`src/hw/rtl/pfa_pkg.sv`:
```
// Shared types, constants and codes of the page frame allocator.
package pfa_pkg;

	localparam int unsigned FRAMES = 64;
	localparam int unsigned FRAME_W = (FRAMES > 1) ? $clog2(FRAMES) : 1;
	localparam int unsigned CNT_W = 7;
	localparam int unsigned OP_W = 2;
	localparam int unsigned OWNER_W = 8;
	localparam int unsigned PAGE_W = 7;
	localparam int unsigned BYTES_W = 15;
	localparam int unsigned STATUS_W = 2;
	localparam int unsigned PSEL_W = 2;
	localparam int unsigned CFG_IDX_W = 1;
	localparam int unsigned CFG_DATA_W = 7;

	localparam int unsigned USABLE_RESET = 64;
	localparam int unsigned ACTIVE_RESET = (FRAMES < USABLE_RESET) ? FRAMES : USABLE_RESET;

	// Page sizes are the base, twice the base and four times the base.
	localparam int unsigned PAGE_BYTES_BASE = 100;
	localparam int unsigned SUM_W = BYTES_W + 1;
	localparam int unsigned MUL_W = 16;
	localparam int unsigned PROD_W = SUM_W + MUL_W;
	localparam int unsigned RECIP_SHIFT = 22;
	localparam int unsigned Q_W = PROD_W - RECIP_SHIFT;
	localparam int unsigned NEED_W = Q_W + 1;
	localparam logic [MUL_W-1:0] RECIP_MUL =
		MUL_W'(((64'd1 << RECIP_SHIFT) + PAGE_BYTES_BASE - 1) / PAGE_BYTES_BASE);

	localparam logic [PSEL_W-1:0] PSEL_BASE = 2'd0;
	localparam logic [PSEL_W-1:0] PSEL_DOUBLE = 2'd1;

	localparam logic [CFG_IDX_W-1:0] CFG_PAGE_SEL = 1'b0;
	localparam logic [CFG_IDX_W-1:0] CFG_USABLE = 1'b1;

	typedef enum logic [OP_W-1:0] {
		OP_ALLOC = 2'd0,
		OP_RELEASE = 2'd1,
		OP_READ = 2'd2,
		OP_NOP = 2'd3
	} op_t;

	typedef enum logic [STATUS_W-1:0] {
		ST_DONE = 2'd0,
		ST_NO_FIT = 2'd1,
		ST_RANGE = 2'd2
	} status_t;

	typedef enum logic [2:0] {
		S_IDLE,
		S_PRODUCT,
		S_DECIDE,
		S_SCAN,
		S_RESPOND
	} state_t;

	typedef struct packed {
		logic [OWNER_W-1:0] owner;
		logic [PAGE_W-1:0] page;
	} pfa_entry_t;

	typedef struct packed {
		logic [OP_W-1:0] op;
		logic [OWNER_W-1:0] owner_id;
		logic [BYTES_W-1:0] request_bytes;
		logic [FRAME_W-1:0] frame_index;
	} pfa_item_t;

	typedef struct packed {
		logic [STATUS_W-1:0] status;
		logic [CNT_W-1:0] pages_affected;
		logic [CNT_W-1:0] free_frames;
		logic [OWNER_W-1:0] entry_owner;
		logic [PAGE_W-1:0] entry_page;
	} pfa_result_t;

	typedef struct packed {
		logic capture;
		logic mul;
		logic decide;
		logic scan_issue;
		logic lookup;
		logic respond;
	} pfa_cmd_t;

	typedef struct packed {
		op_t op;
		logic owner_zero;
		logic need_zero;
		logic no_fit;
		logic scan_end;
		logic out_free;
	} pfa_sts_t;

endpackage

```
`src/hw/rtl/pfa_req_if.sv`:
```
// Request channel of the page frame allocator.
interface pfa_req_if;
	import pfa_pkg::*;

	logic valid;
	logic ready;
	logic [OP_W-1:0] op;
	logic [OWNER_W-1:0] owner_id;
	logic [BYTES_W-1:0] request_bytes;
	logic [FRAME_W-1:0] frame_index;

	modport source (output valid, op, owner_id, request_bytes, frame_index, input ready);
	modport sink (input valid, op, owner_id, request_bytes, frame_index, output ready);
endinterface

```
`src/hw/rtl/pfa_rsp_if.sv`:
```
// Response channel of the page frame allocator.
interface pfa_rsp_if;
	import pfa_pkg::*;

	logic valid;
	logic ready;
	logic [STATUS_W-1:0] status;
	logic [CNT_W-1:0] pages_affected;
	logic [CNT_W-1:0] free_frames;
	logic [OWNER_W-1:0] entry_owner;
	logic [PAGE_W-1:0] entry_page;

	modport source (output valid, status, pages_affected, free_frames, entry_owner, entry_page,
		input ready);
	modport sink (input valid, status, pages_affected, free_frames, entry_owner, entry_page,
		output ready);
endinterface

```
`src/hw/rtl/pfa_ram.sv`:
```
// Generic single-write, single-read RAM with registered read data.
module pfa_ram #(
	parameter int unsigned WIDTH = 8,
	parameter int unsigned DEPTH = 64
) (
	input logic clk,
	input logic wr_en,
	input logic [((DEPTH > 1) ? $clog2(DEPTH) : 1)-1:0] wr_addr,
	input logic [WIDTH-1:0] wr_data,
	input logic rd_en,
	input logic [((DEPTH > 1) ? $clog2(DEPTH) : 1)-1:0] rd_addr,
	output logic [WIDTH-1:0] rd_data
);
	logic [WIDTH-1:0] mem_q [DEPTH];

	always_ff @(posedge clk) begin
		if (wr_en) begin
			mem_q[wr_addr] <= wr_data;
		end
		if (rd_en) begin
			rd_data <= mem_q[rd_addr];
		end
	end
endmodule

```
`src/hw/rtl/pfa_ctrl.sv`:
```
// Controller state machine of the page frame allocator.
module pfa_ctrl (
	input logic clk,
	input logic arst_n,
	input logic req_valid,
	output logic req_ready,
	input pfa_pkg::pfa_sts_t sts,
	output pfa_pkg::pfa_cmd_t cmd
);
	import pfa_pkg::*;

	state_t state_q;
	state_t state_d;

	always_ff @(posedge clk or negedge arst_n) begin
		if (!arst_n) begin
			state_q <= S_IDLE;
		end else begin
			state_q <= state_d;
		end
	end

	always_comb begin
		state_d = state_q;
		unique case (state_q)
			S_IDLE: begin
				if (req_valid) begin
					state_d = S_PRODUCT;
				end
			end
			S_PRODUCT: begin
				state_d = S_DECIDE;
			end
			S_DECIDE: begin
				unique case (sts.op)
					OP_ALLOC: begin
						if (sts.owner_zero || sts.need_zero || sts.no_fit) begin
							state_d = S_RESPOND;
						end else begin
							state_d = S_SCAN;
						end
					end
					OP_RELEASE: begin
						if (sts.owner_zero) begin
							state_d = S_RESPOND;
						end else begin
							state_d = S_SCAN;
						end
					end
					default: begin
						state_d = S_RESPOND;
					end
				endcase
			end
			S_SCAN: begin
				if (sts.scan_end) begin
					state_d = S_RESPOND;
				end
			end
			S_RESPOND: begin
				if (sts.out_free) begin
					state_d = S_IDLE;
				end
			end
			default: begin
				state_d = S_IDLE;
			end
		endcase
	end

	always_comb begin
		cmd = '0;
		req_ready = 1'b0;
		unique case (state_q)
			S_IDLE: begin
				req_ready = 1'b1;
				cmd.capture = req_valid;
			end
			S_PRODUCT: begin
				cmd.mul = 1'b1;
			end
			S_DECIDE: begin
				cmd.decide = 1'b1;
				cmd.lookup = (sts.op == OP_READ);
			end
			S_SCAN: begin
				cmd.scan_issue = !sts.scan_end;
			end
			S_RESPOND: begin
				cmd.respond = sts.out_free;
			end
			default: begin
				cmd = '0;
			end
		endcase
	end
endmodule

```
`src/hw/rtl/pfa_dp.sv`:
```
// Datapath of the page frame allocator: registers, page count, frame table scan.
module pfa_dp (
	input logic clk,
	input logic arst_n,
	input logic cfg_we,
	input logic [pfa_pkg::CFG_IDX_W-1:0] cfg_index,
	input logic [pfa_pkg::CFG_DATA_W-1:0] cfg_wdata,
	input pfa_pkg::pfa_item_t item,
	input pfa_pkg::pfa_cmd_t cmd,
	output pfa_pkg::pfa_sts_t sts,
	output logic out_valid,
	input logic out_ready,
	output pfa_pkg::pfa_result_t out_data
);
	import pfa_pkg::*;

	localparam int unsigned WIDTH_ENTRY = $bits(pfa_entry_t);

	logic [PSEL_W-1:0] page_sel_q;
	logic [CNT_W-1:0] usable_q;
	logic [CNT_W-1:0] free_q;
	logic [CNT_W-1:0] pages_q;
	logic [CNT_W-1:0] ptr_q;
	logic [FRAMES-1:0] valid_q;
	logic nofit_q;
	logic out_valid_q;
	pfa_result_t out_q;

	op_t op_q;
	logic [OWNER_W-1:0] owner_q;
	logic [BYTES_W-1:0] bytes_q;
	logic [FRAME_W-1:0] index_q;
	logic [PROD_W-1:0] prod_q;

	logic scan_s1;
	logic [FRAME_W-1:0] addr_s1;
	logic hit_valid_s1;

	logic [CNT_W-1:0] active;
	logic [CNT_W-1:0] cfg_active;
	logic [SUM_W-1:0] bytes_sum;
	logic [Q_W-1:0] quot_base;
	logic [NEED_W-1:0] need;
	logic no_fit;
	logic in_range;

	logic rd_en;
	logic [FRAME_W-1:0] rd_addr;
	pfa_entry_t rd_entry;
	logic [WIDTH_ENTRY-1:0] rd_raw;
	logic [OWNER_W-1:0] cur_owner;
	logic alloc_hit;
	logic rel_hit;
	pfa_entry_t wr_entry;

	assign active = (usable_q > CNT_W'(FRAMES)) ? CNT_W'(FRAMES) : usable_q;

	always_comb begin
		cfg_active = active;
		if (cfg_index == CFG_USABLE) begin
			cfg_active = (cfg_wdata > CNT_W'(FRAMES)) ? CNT_W'(FRAMES) : cfg_wdata;
		end
	end

	// Round up to base pages, then to the selected page size.
	assign bytes_sum = SUM_W'(bytes_q) + SUM_W'(PAGE_BYTES_BASE - 1);
	assign quot_base = prod_q[PROD_W-1:RECIP_SHIFT];

	always_comb begin
		priority if (page_sel_q == PSEL_BASE) begin
			need = NEED_W'(quot_base);
		end else if (page_sel_q == PSEL_DOUBLE) begin
			need = (NEED_W'(quot_base) + NEED_W'(1)) >> 1;
		end else begin
			need = (NEED_W'(quot_base) + NEED_W'(3)) >> 2;
		end
	end

	assign no_fit = need > NEED_W'(free_q);
	assign in_range = {1'b0, index_q} < active;

	assign sts.op = op_q;
	assign sts.owner_zero = (owner_q == '0);
	assign sts.need_zero = (need == '0);
	assign sts.no_fit = no_fit;
	assign sts.scan_end = (ptr_q == active);
	assign sts.out_free = !out_valid_q || out_ready;

	assign rd_en = cmd.scan_issue || cmd.lookup;
	assign rd_addr = cmd.lookup ? index_q : ptr_q[FRAME_W-1:0];

	pfa_ram #(
		.WIDTH(WIDTH_ENTRY),
		.DEPTH(FRAMES)
	) u_table (
		.clk(clk),
		.wr_en(alloc_hit),
		.wr_addr(addr_s1),
		.wr_data(wr_entry),
		.rd_en(rd_en),
		.rd_addr(rd_addr),
		.rd_data(rd_raw)
	);

	assign rd_entry = pfa_entry_t'(rd_raw);
	assign cur_owner = hit_valid_s1 ? rd_entry.owner : '0;
	assign alloc_hit = scan_s1 && (op_q == OP_ALLOC) && (cur_owner == '0)
		&& (NEED_W'(pages_q) < need);
	assign rel_hit = scan_s1 && (op_q == OP_RELEASE) && (cur_owner == owner_q);
	assign wr_entry.owner = owner_q;
	assign wr_entry.page = pages_q + PAGE_W'(1);

	always_ff @(posedge clk or negedge arst_n) begin
		if (!arst_n) begin
			page_sel_q <= PSEL_BASE;
			usable_q <= CNT_W'(USABLE_RESET);
			free_q <= CNT_W'(ACTIVE_RESET);
			valid_q <= '0;
			pages_q <= '0;
			ptr_q <= '0;
			nofit_q <= 1'b0;
			scan_s1 <= 1'b0;
			hit_valid_s1 <= 1'b0;
			out_valid_q <= 1'b0;
		end else begin
			scan_s1 <= cmd.scan_issue;
			if (rd_en) begin
				hit_valid_s1 <= valid_q[rd_addr];
			end
			if (cfg_we) begin
				if (cfg_index == CFG_USABLE) begin
					usable_q <= cfg_wdata;
				end else begin
					page_sel_q <= cfg_wdata[PSEL_W-1:0];
				end
				valid_q <= '0;
				free_q <= cfg_active;
			end else if (alloc_hit) begin
				valid_q[addr_s1] <= 1'b1;
				free_q <= free_q - CNT_W'(1);
			end else if (rel_hit) begin
				valid_q[addr_s1] <= 1'b0;
				free_q <= free_q + CNT_W'(1);
			end
			if (cmd.capture) begin
				pages_q <= '0;
			end else if (alloc_hit || rel_hit) begin
				pages_q <= pages_q + CNT_W'(1);
			end
			if (cmd.capture) begin
				ptr_q <= '0;
			end else if (cmd.scan_issue) begin
				ptr_q <= ptr_q + CNT_W'(1);
			end
			if (cmd.decide) begin
				nofit_q <= (op_q == OP_ALLOC) && (owner_q != '0) && (need != '0) && no_fit;
			end
			if (cmd.respond) begin
				out_valid_q <= 1'b1;
			end else if (out_ready) begin
				out_valid_q <= 1'b0;
			end
		end
	end

	always_ff @(posedge clk) begin
		if (cmd.capture) begin
			op_q <= op_t'(item.op);
			owner_q <= item.owner_id;
			bytes_q <= item.request_bytes;
			index_q <= item.frame_index;
		end
		if (cmd.mul) begin
			prod_q <= PROD_W'(bytes_sum) * PROD_W'(RECIP_MUL);
		end
		if (cmd.scan_issue) begin
			addr_s1 <= ptr_q[FRAME_W-1:0];
		end
		if (cmd.respond) begin
			out_q.pages_affected <= pages_q;
			out_q.free_frames <= free_q;
			out_q.entry_owner <= '0;
			out_q.entry_page <= '0;
			if (nofit_q) begin
				out_q.status <= ST_NO_FIT;
			end else if ((op_q == OP_READ) && !in_range) begin
				out_q.status <= ST_RANGE;
			end else begin
				out_q.status <= ST_DONE;
			end
			if ((op_q == OP_READ) && in_range && hit_valid_s1) begin
				out_q.entry_owner <= rd_entry.owner;
				out_q.entry_page <= rd_entry.page;
			end
		end
	end

	assign out_valid = out_valid_q;
	assign out_data = out_q;
endmodule

```
`src/hw/rtl/page_frame_allocator_core.sv`:
```
// Page frame allocator top level: request and response channels, configuration port.
// An allocate or release that walks the frame table reads one frame per cycle through
// its single read port; a read, a refused or empty allocate, a release for owner zero
// or any other op does not walk the table. A stalled response holds the allocator in
// its respond state until the output register is free. A result waits in the output
// register while the next request is taken. Writing either configuration register
// frees every frame at once and sets the free count to the usable frame count, capped
// at 64; page select codes two and three act as 400-byte pages.
module page_frame_allocator_core (
	input logic clk,
	input logic arst_n,
	pfa_req_if.sink req,
	pfa_rsp_if.source rsp,
	input logic cfg_we,
	input logic [pfa_pkg::CFG_IDX_W-1:0] cfg_index,
	input logic [pfa_pkg::CFG_DATA_W-1:0] cfg_wdata
);
	import pfa_pkg::*;

	pfa_cmd_t cmd;
	pfa_sts_t sts;
	pfa_item_t item;
	pfa_result_t result;

	assign item.op = req.op;
	assign item.owner_id = req.owner_id;
	assign item.request_bytes = req.request_bytes;
	assign item.frame_index = req.frame_index;

	pfa_ctrl u_ctrl (
		.clk(clk),
		.arst_n(arst_n),
		.req_valid(req.valid),
		.req_ready(req.ready),
		.sts(sts),
		.cmd(cmd)
	);

	pfa_dp u_dp (
		.clk(clk),
		.arst_n(arst_n),
		.cfg_we(cfg_we),
		.cfg_index(cfg_index),
		.cfg_wdata(cfg_wdata),
		.item(item),
		.cmd(cmd),
		.sts(sts),
		.out_valid(rsp.valid),
		.out_ready(rsp.ready),
		.out_data(result)
	);

	assign rsp.status = result.status;
	assign rsp.pages_affected = result.pages_affected;
	assign rsp.free_frames = result.free_frames;
	assign rsp.entry_owner = result.entry_owner;
	assign rsp.entry_page = result.entry_page;

	a_busy_after_transfer: assert property (@(posedge clk) disable iff (!arst_n)
		(req.valid && req.ready) |=> !req.ready)
		else $error("request taken while an item is in work");

	a_refusal_no_pages: assert property (@(posedge clk) disable iff (!arst_n)
		(rsp.valid && rsp.status == ST_NO_FIT) |-> (rsp.pages_affected == '0))
		else $error("refused allocation reports pages");

	a_free_bound: assert property (@(posedge clk) disable iff (!arst_n)
		rsp.valid |-> (rsp.free_frames <= CNT_W'(FRAMES)))
		else $error("free frame count beyond table size");

	a_range_empty_entry: assert property (@(posedge clk) disable iff (!arst_n)
		(rsp.valid && rsp.status == ST_RANGE) |->
		(rsp.entry_owner == '0 && rsp.entry_page == '0))
		else $error("out of range read returns entry data");

	a_scan_no_lookup: assert property (@(posedge clk) disable iff (!arst_n)
		cmd.scan_issue |-> (!cmd.lookup && !cmd.respond && !req.ready))
		else $error("table scan overlaps lookup or response");
endmodule
```
`src/flat_wrapper.sv`:
```
// flat-port wrapper written by rule: the top's interface ports become plain ports
module page_frame_allocator_core_flat import pfa_pkg::*;
  (clk, arst_n, cfg_we, cfg_index, cfg_wdata, req_valid, req_op, req_owner_id, req_request_bytes, req_frame_index, req_ready, rsp_valid, rsp_status, rsp_pages_affected, rsp_free_frames, rsp_entry_owner, rsp_entry_page, rsp_ready);
  pfa_req_if req_i ();
  pfa_rsp_if rsp_i ();
  input logic clk;
  input logic arst_n;
  input logic cfg_we;
  input logic [pfa_pkg::CFG_IDX_W-1:0] cfg_index;
  input logic [pfa_pkg::CFG_DATA_W-1:0] cfg_wdata;
  input wire logic [$bits(req_i.valid)-1:0] req_valid;
  input wire logic [$bits(req_i.op)-1:0] req_op;
  input wire logic [$bits(req_i.owner_id)-1:0] req_owner_id;
  input wire logic [$bits(req_i.request_bytes)-1:0] req_request_bytes;
  input wire logic [$bits(req_i.frame_index)-1:0] req_frame_index;
  output wire logic [$bits(req_i.ready)-1:0] req_ready;
  output wire logic [$bits(rsp_i.valid)-1:0] rsp_valid;
  output wire logic [$bits(rsp_i.status)-1:0] rsp_status;
  output wire logic [$bits(rsp_i.pages_affected)-1:0] rsp_pages_affected;
  output wire logic [$bits(rsp_i.free_frames)-1:0] rsp_free_frames;
  output wire logic [$bits(rsp_i.entry_owner)-1:0] rsp_entry_owner;
  output wire logic [$bits(rsp_i.entry_page)-1:0] rsp_entry_page;
  input wire logic [$bits(rsp_i.ready)-1:0] rsp_ready;
  assign req_i.valid = req_valid;
  assign req_i.op = req_op;
  assign req_i.owner_id = req_owner_id;
  assign req_i.request_bytes = req_request_bytes;
  assign req_i.frame_index = req_frame_index;
  assign req_ready = req_i.ready;
  assign rsp_valid = rsp_i.valid;
  assign rsp_status = rsp_i.status;
  assign rsp_pages_affected = rsp_i.pages_affected;
  assign rsp_free_frames = rsp_i.free_frames;
  assign rsp_entry_owner = rsp_i.entry_owner;
  assign rsp_entry_page = rsp_i.entry_page;
  assign rsp_i.ready = rsp_ready;
  page_frame_allocator_core u_core (.clk(clk), .arst_n(arst_n), .req(req_i), .rsp(rsp_i), .cfg_we(cfg_we), .cfg_index(cfg_index), .cfg_wdata(cfg_wdata));
endmodule
```
`config.mk`:
```
export PLATFORM = sky130hd
export DESIGN_NAME = page_frame_allocator_core_flat
export DESIGN_NICKNAME = d
export VERILOG_FILES = /design/src/hw/rtl/pfa_pkg.sv /design/src/hw/rtl/pfa_req_if.sv /design/src/hw/rtl/pfa_rsp_if.sv /design/src/hw/rtl/pfa_ram.sv /design/src/hw/rtl/pfa_ctrl.sv /design/src/hw/rtl/pfa_dp.sv /design/src/hw/rtl/page_frame_allocator_core.sv /design/src/flat_wrapper.sv
export SDC_FILE = /design/constraint.sdc
export NUM_CORES = 2
export LEC_CHECK = 0
export BUFFER_PORTS_ARGS = -buffer_cell sky130_fd_sc_hd__buf_2
export CORE_ASPECT_RATIO = 1.4
export CORE_MARGIN = 2
export CORE_UTILIZATION = 55
export DETAILED_ROUTE_END_ITERATION = 10
export HOLD_SLACK_MARGIN = 0.1
export PLACE_DENSITY = 0.81
export SLEW_MARGIN = 20
export SYNTH_ARGS = -nofsm -noshare
export SYNTH_HDL_FRONTEND = slang
export SYNTH_SLANG_ARGS = --single-unit
```
`constraint.sdc`:
```
create_clock -name clk -period 8.8 [get_ports clk]
set_clock_uncertainty 0.05 [all_clocks]
set_input_delay 0.44 -clock clk [delete_from_list [all_inputs] [get_ports clk]]
set_output_delay 0.44 -clock clk [all_outputs]
set_load 0.01 [all_outputs]
```
==> results.ini <==
[setup_path]
ff2ff_path_depth = 27
crit_fanout = 9
worstSetupEndpoint = u_core.u_dp.prod_q[26]$_DFFE_PP_
cp-start-kind = flop
reg2reg_from = u_core.u_dp.bytes_q[0]$_DFFE_PP_
crit_required_ps = 9240
crit_type = reg -> reg
cp_data_arrival_time_ps = 7720
rr_endpoint = u_core.u_dp.prod_q[26]$_DFFE_PP_
reg2reg_slack_ps = 1520
crit_start = u_core.u_dp.bytes_q[0]$_DFFE_PP_
worstSetupEndpointType = flop

[sta]
final.setup.worst_slack_ps = 1517
post-route-period-util_pct = 82.76
max_slew_margin_pct = 20.13
fmax_mhz = 137.3
slew_violations = 0
finalSetupTns_ps = 0
worst_hold_slack_ps = 141.1
setup_viol = 0
hold_viol_final = 0
worstMarginPinSlew_ps = 1190
fin_crit_ps = 7283
rsz0062_at_grt = false

[logic_synthesis]
async_reset_ff_share_pct = 8.752
ys_warn_count = 0
ys_types = 86
avgSynthCellArea_sq_um = 13.06
syn_area_sq_um = 52130
synth_edf_count = 1053
synth_cells = 3992
ys_seq_area_share_pct = 65.51
synth-seq-cells = 1154
synthesis.nets = 4234
dominantRegCellSynth = edfxtp_1

[final_layout]
nFillCells = 6711
layout-drive-gt1-share_pct = 11.03
area_growth_pct = 11.51
fin_area_sq_um = 58130
fin_nets = 4299
diodes = 0

[global_routing]
grt_use_total_pct = 27.97
use_met1_pct = 33.99
antenna_found_initial = 7
grt.overflow.total = 0
grt.met3_usage_pct = 6.066
grt_pass1_wl_microns = 205900
grt_max_degree = 176
busiest_layer = met2
first_global_vias = 34500
use_met2_pct = 45.81

[placement]
place_area_sq_um = 54420
place_ws_ps = 1456
place_hpwl_microns = 82060
gp_congestion = 0.9682
port_buffers = 76

[clock_network]
post_cts_resized = 0
cts_buffers = 103
cts_num_sinks = 1154
h-tree-depth = 3
clkTransAtPathRegs_ps = 60
clock_latency_ps = 740
cts_tree = yes
clock-root-buffer = clkbuf_16
cts.path.max_buffers = 3

[power]
p_leak_nw = 21.35
p_per_area_nw_per_um2 = 351.4
peakVddDrop_v = 0.0004487

[drt]
firstDrtPassIters = 8
dr_total_vias = 34810
first_iter_violations = 4833
totalWireLength_microns = 137300
postRouteAntennaNets = 0
avgViaCountPerCell = 6.494
post_drt_wl_per_cell_microns = 25.62
drc = 0

[floorplan]
rows = 133
die_w_microns = 264.2
core_area_sq_um = 93860
die_height_microns = 368.3
io_pins = 77
dieArea_sq_um = 97290
start_util_pct = 55.54

[flow_run]
drv_cap = 0

[status]
outcome = finished, final reports clean

[hold_path]
min_path_type = in -> async

-- critical path, cell delays in order (launching register included) --
cell and delay, ps:
edfxtp_1 450, inv_1 170, ha_1 250, nor2_1 100, a21oi_1 240, nand2b_1 150, nand2_1 110, xor2_1 600
xnor2_1 160, ha_1 220, o21bai_1 150, ha_1 310, inv_1 50, fa_1 530, inv_1 50, fa_1 470
inv_1 40, fa_1 470, inv_1 40, ha_1 320, a21o_1 190, a2111oi_0 610, o221ai_1 300, o211ai_1 410
nand2b_1 150, a21o_1 220, a21oi_1 180, xnor2_1 80
-- per-stage QoR --
step / utilization (%) / power, mW / std cells
2_1_floorplan: - / 13.53 / 3992
3_3_place_gp: 57.95 / 15.74 / 5124
3_5_place_dp: 57.98 / 16.08 / 5126
4_1_cts: 61.92 / 20.43 / 5360
5_1_grt: 61.93 / 21.94 / 5360
6_report: 61.93 / 20.42 / 5360
-- sequential cells by signal, indices dropped and copies added (netlist names), 6 cells and up --
signal                       count
u_core.u_dp.addr_s1              6
u_core.u_dp.bytes_q             15
u_core.u_dp.free_q               7
u_core.u_dp.index_q              6
u_core.u_dp.out_data            31
u_core.u_dp.owner_q              8
u_core.u_dp.pages_q              7
u_core.u_dp.prod_q              10
u_core.u_dp.ptr_q                7
u_core.u_dp.u_table.mem_q      960
u_core.u_dp.u_table.rd_data     15
u_core.u_dp.usable_q             7
u_core.u_dp.valid_q             64
-- cell families (layout without fill, tap and decap cells) --
logic type	Yosys count	in the layout	synth area share, %
compound gates	722	722	10.01
xor+xnor	73	73	1.227
fa+ha+maj	198	198	5.689
buf+inv	424	577	3.272
flops	1154	1154	65.51
mux	114	114	2.448
simple gates	1307	1307	11.84
-- power breakdown --
group | internal (mW) | switching, mW | leakage (nW)
Clock | 2.33 | 2.04 | 1.57
Combinational | 3.61 | 5.83 | 8.95
Sequential | 6.41 | 0.204 | 10.8
Total | 12.3 | 8.07 | 21.4
-- Yosys cell counts, drive strengths merged (61+ instances only) --
| cell type | n | share of area, % |
|---|---|---|
| nand2 | 689 | 5.0 |
| mux2i | 88 | 1.7 |
| ha | 133 | 3.2 |
| a32oi | 78 | 1.3 |
| buf | 90 | 0.87 |
| fa | 65 | 2.5 |
| o21ai | 149 | 1.4 |
| a211oi | 89 | 1.3 |
| a31oi | 89 | 1.1 |
| dfrtp | 99 | 4.8 |
| edfxtp | 1053 | 61 |
| nor3 | 81 | 0.78 |
| a311oi | 61 | 1.0 |
| and3 | 211 | 2.5 |
| inv | 158 | 1.1 |
| nand3 | 94 | 0.91 |
| clkbuf | 174 | 1.3 |
| nor2 | 78 | 0.60 |
-- worst min path at each step --
stage	endpoint	slack, ps	start	depth (start not counted)
after CTS	u_core.u_dp.usable_q[1]$_DFFE_PN0P_	130	arst_n	2
final	u_core.u_dp.usable_q[1]$_DFFE_PN0P_	140	arst_n	2
after global routing	u_core.u_dp.usable_q[1]$_DFFE_PN0P_	160	arst_n	2
after floorplan	u_core.u_ctrl.state_q[0]$_DFFE_PN0P_	90	arst_n	0
after global placement	u_core.u_dp.usable_q[2]$_DFFE_PN0P_	360	arst_n	1
after detailed placement	u_core.u_dp.usable_q[2]$_DFFE_PN0P_	360	arst_n	1
-- metal layers --
layer | share of wire, % | vias to the layer above
met5 | 0.068 | -
met4 | 6.6 | 10
met3 | 11 | 484
met2 | 48 | 2110
met1 | 35 | 17080
li1 | - | 15130
-- placed cells by master (no fill, tap or decap), types with 17 or more instances in the layout --
| cell | Yosys | final |
|---|---|---|
| o22ai_1 | 21 | 21 |
| edfxtp_1 | 1053 | 1053 |
| clkbuf_1 | 174 | 21 |
| nor3_1 | 81 | 17 |
| clkbuf_16 | 0 | 103 |
| xnor2_1 | 37 | 37 |
| clkinv_1 | 2 | 34 |
| a32oi_1 | 78 | 78 |
| nand3_1 | 93 | 93 |
| mux2i_1 | 84 | 82 |
| a2111oi_0 | 17 | 17 |
| a31oi_1 | 89 | 88 |
| and2_1 | 18 | 17 |
| o21ai_1 | 25 | 24 |
| a21o_1 | 18 | 18 |
| o21bai_1 | 17 | 17 |
| o21ai_0 | 124 | 123 |
| o41ai_1 | 26 | 26 |
| nand2b_1 | 24 | 24 |
| a311oi_1 | 61 | 61 |
| buf_4 | 10 | 102 |
| nor3_2 | 0 | 49 |
| ha_1 | 133 | 132 |
| dlygate4sd3_1 | 0 | 41 |
| a21oi_1 | 32 | 32 |
| a221oi_1 | 34 | 34 |
| buf_2 | 61 | 75 |
| and3_1 | 211 | 211 |
| nor2_1 | 76 | 74 |
| mux2_2 | 17 | 18 |
| a211oi_1 | 89 | 89 |
| nand2_1 | 688 | 687 |
| inv_1 | 156 | 154 |
| fa_1 | 65 | 65 |
| o31ai_1 | 18 | 18 |
| nor2b_1 | 47 | 47 |
| xor2_1 | 36 | 31 |
| dfrtp_1 | 99 | 99 |
-- timing repair --
item,CTS,global route
hold buffers,41,0
endpoints found under the hold margin,75,0
buffers inserted,0,0
-- final cells by class --
cell class                      count  area, sq um  area share (%)
Inverter                          160        601.8           1.035
Clock buffer                      124         2656           4.570
Tap cell                         1215         1520           2.615
Multi-Input combinational cell   2414        16900           29.08
Timing Repair Buffer              224         1662           2.859
Clock inverter                     69        631.9           1.087
Sequential cell                  1154        34150           58.75
(Power assumes the default switching activity.)
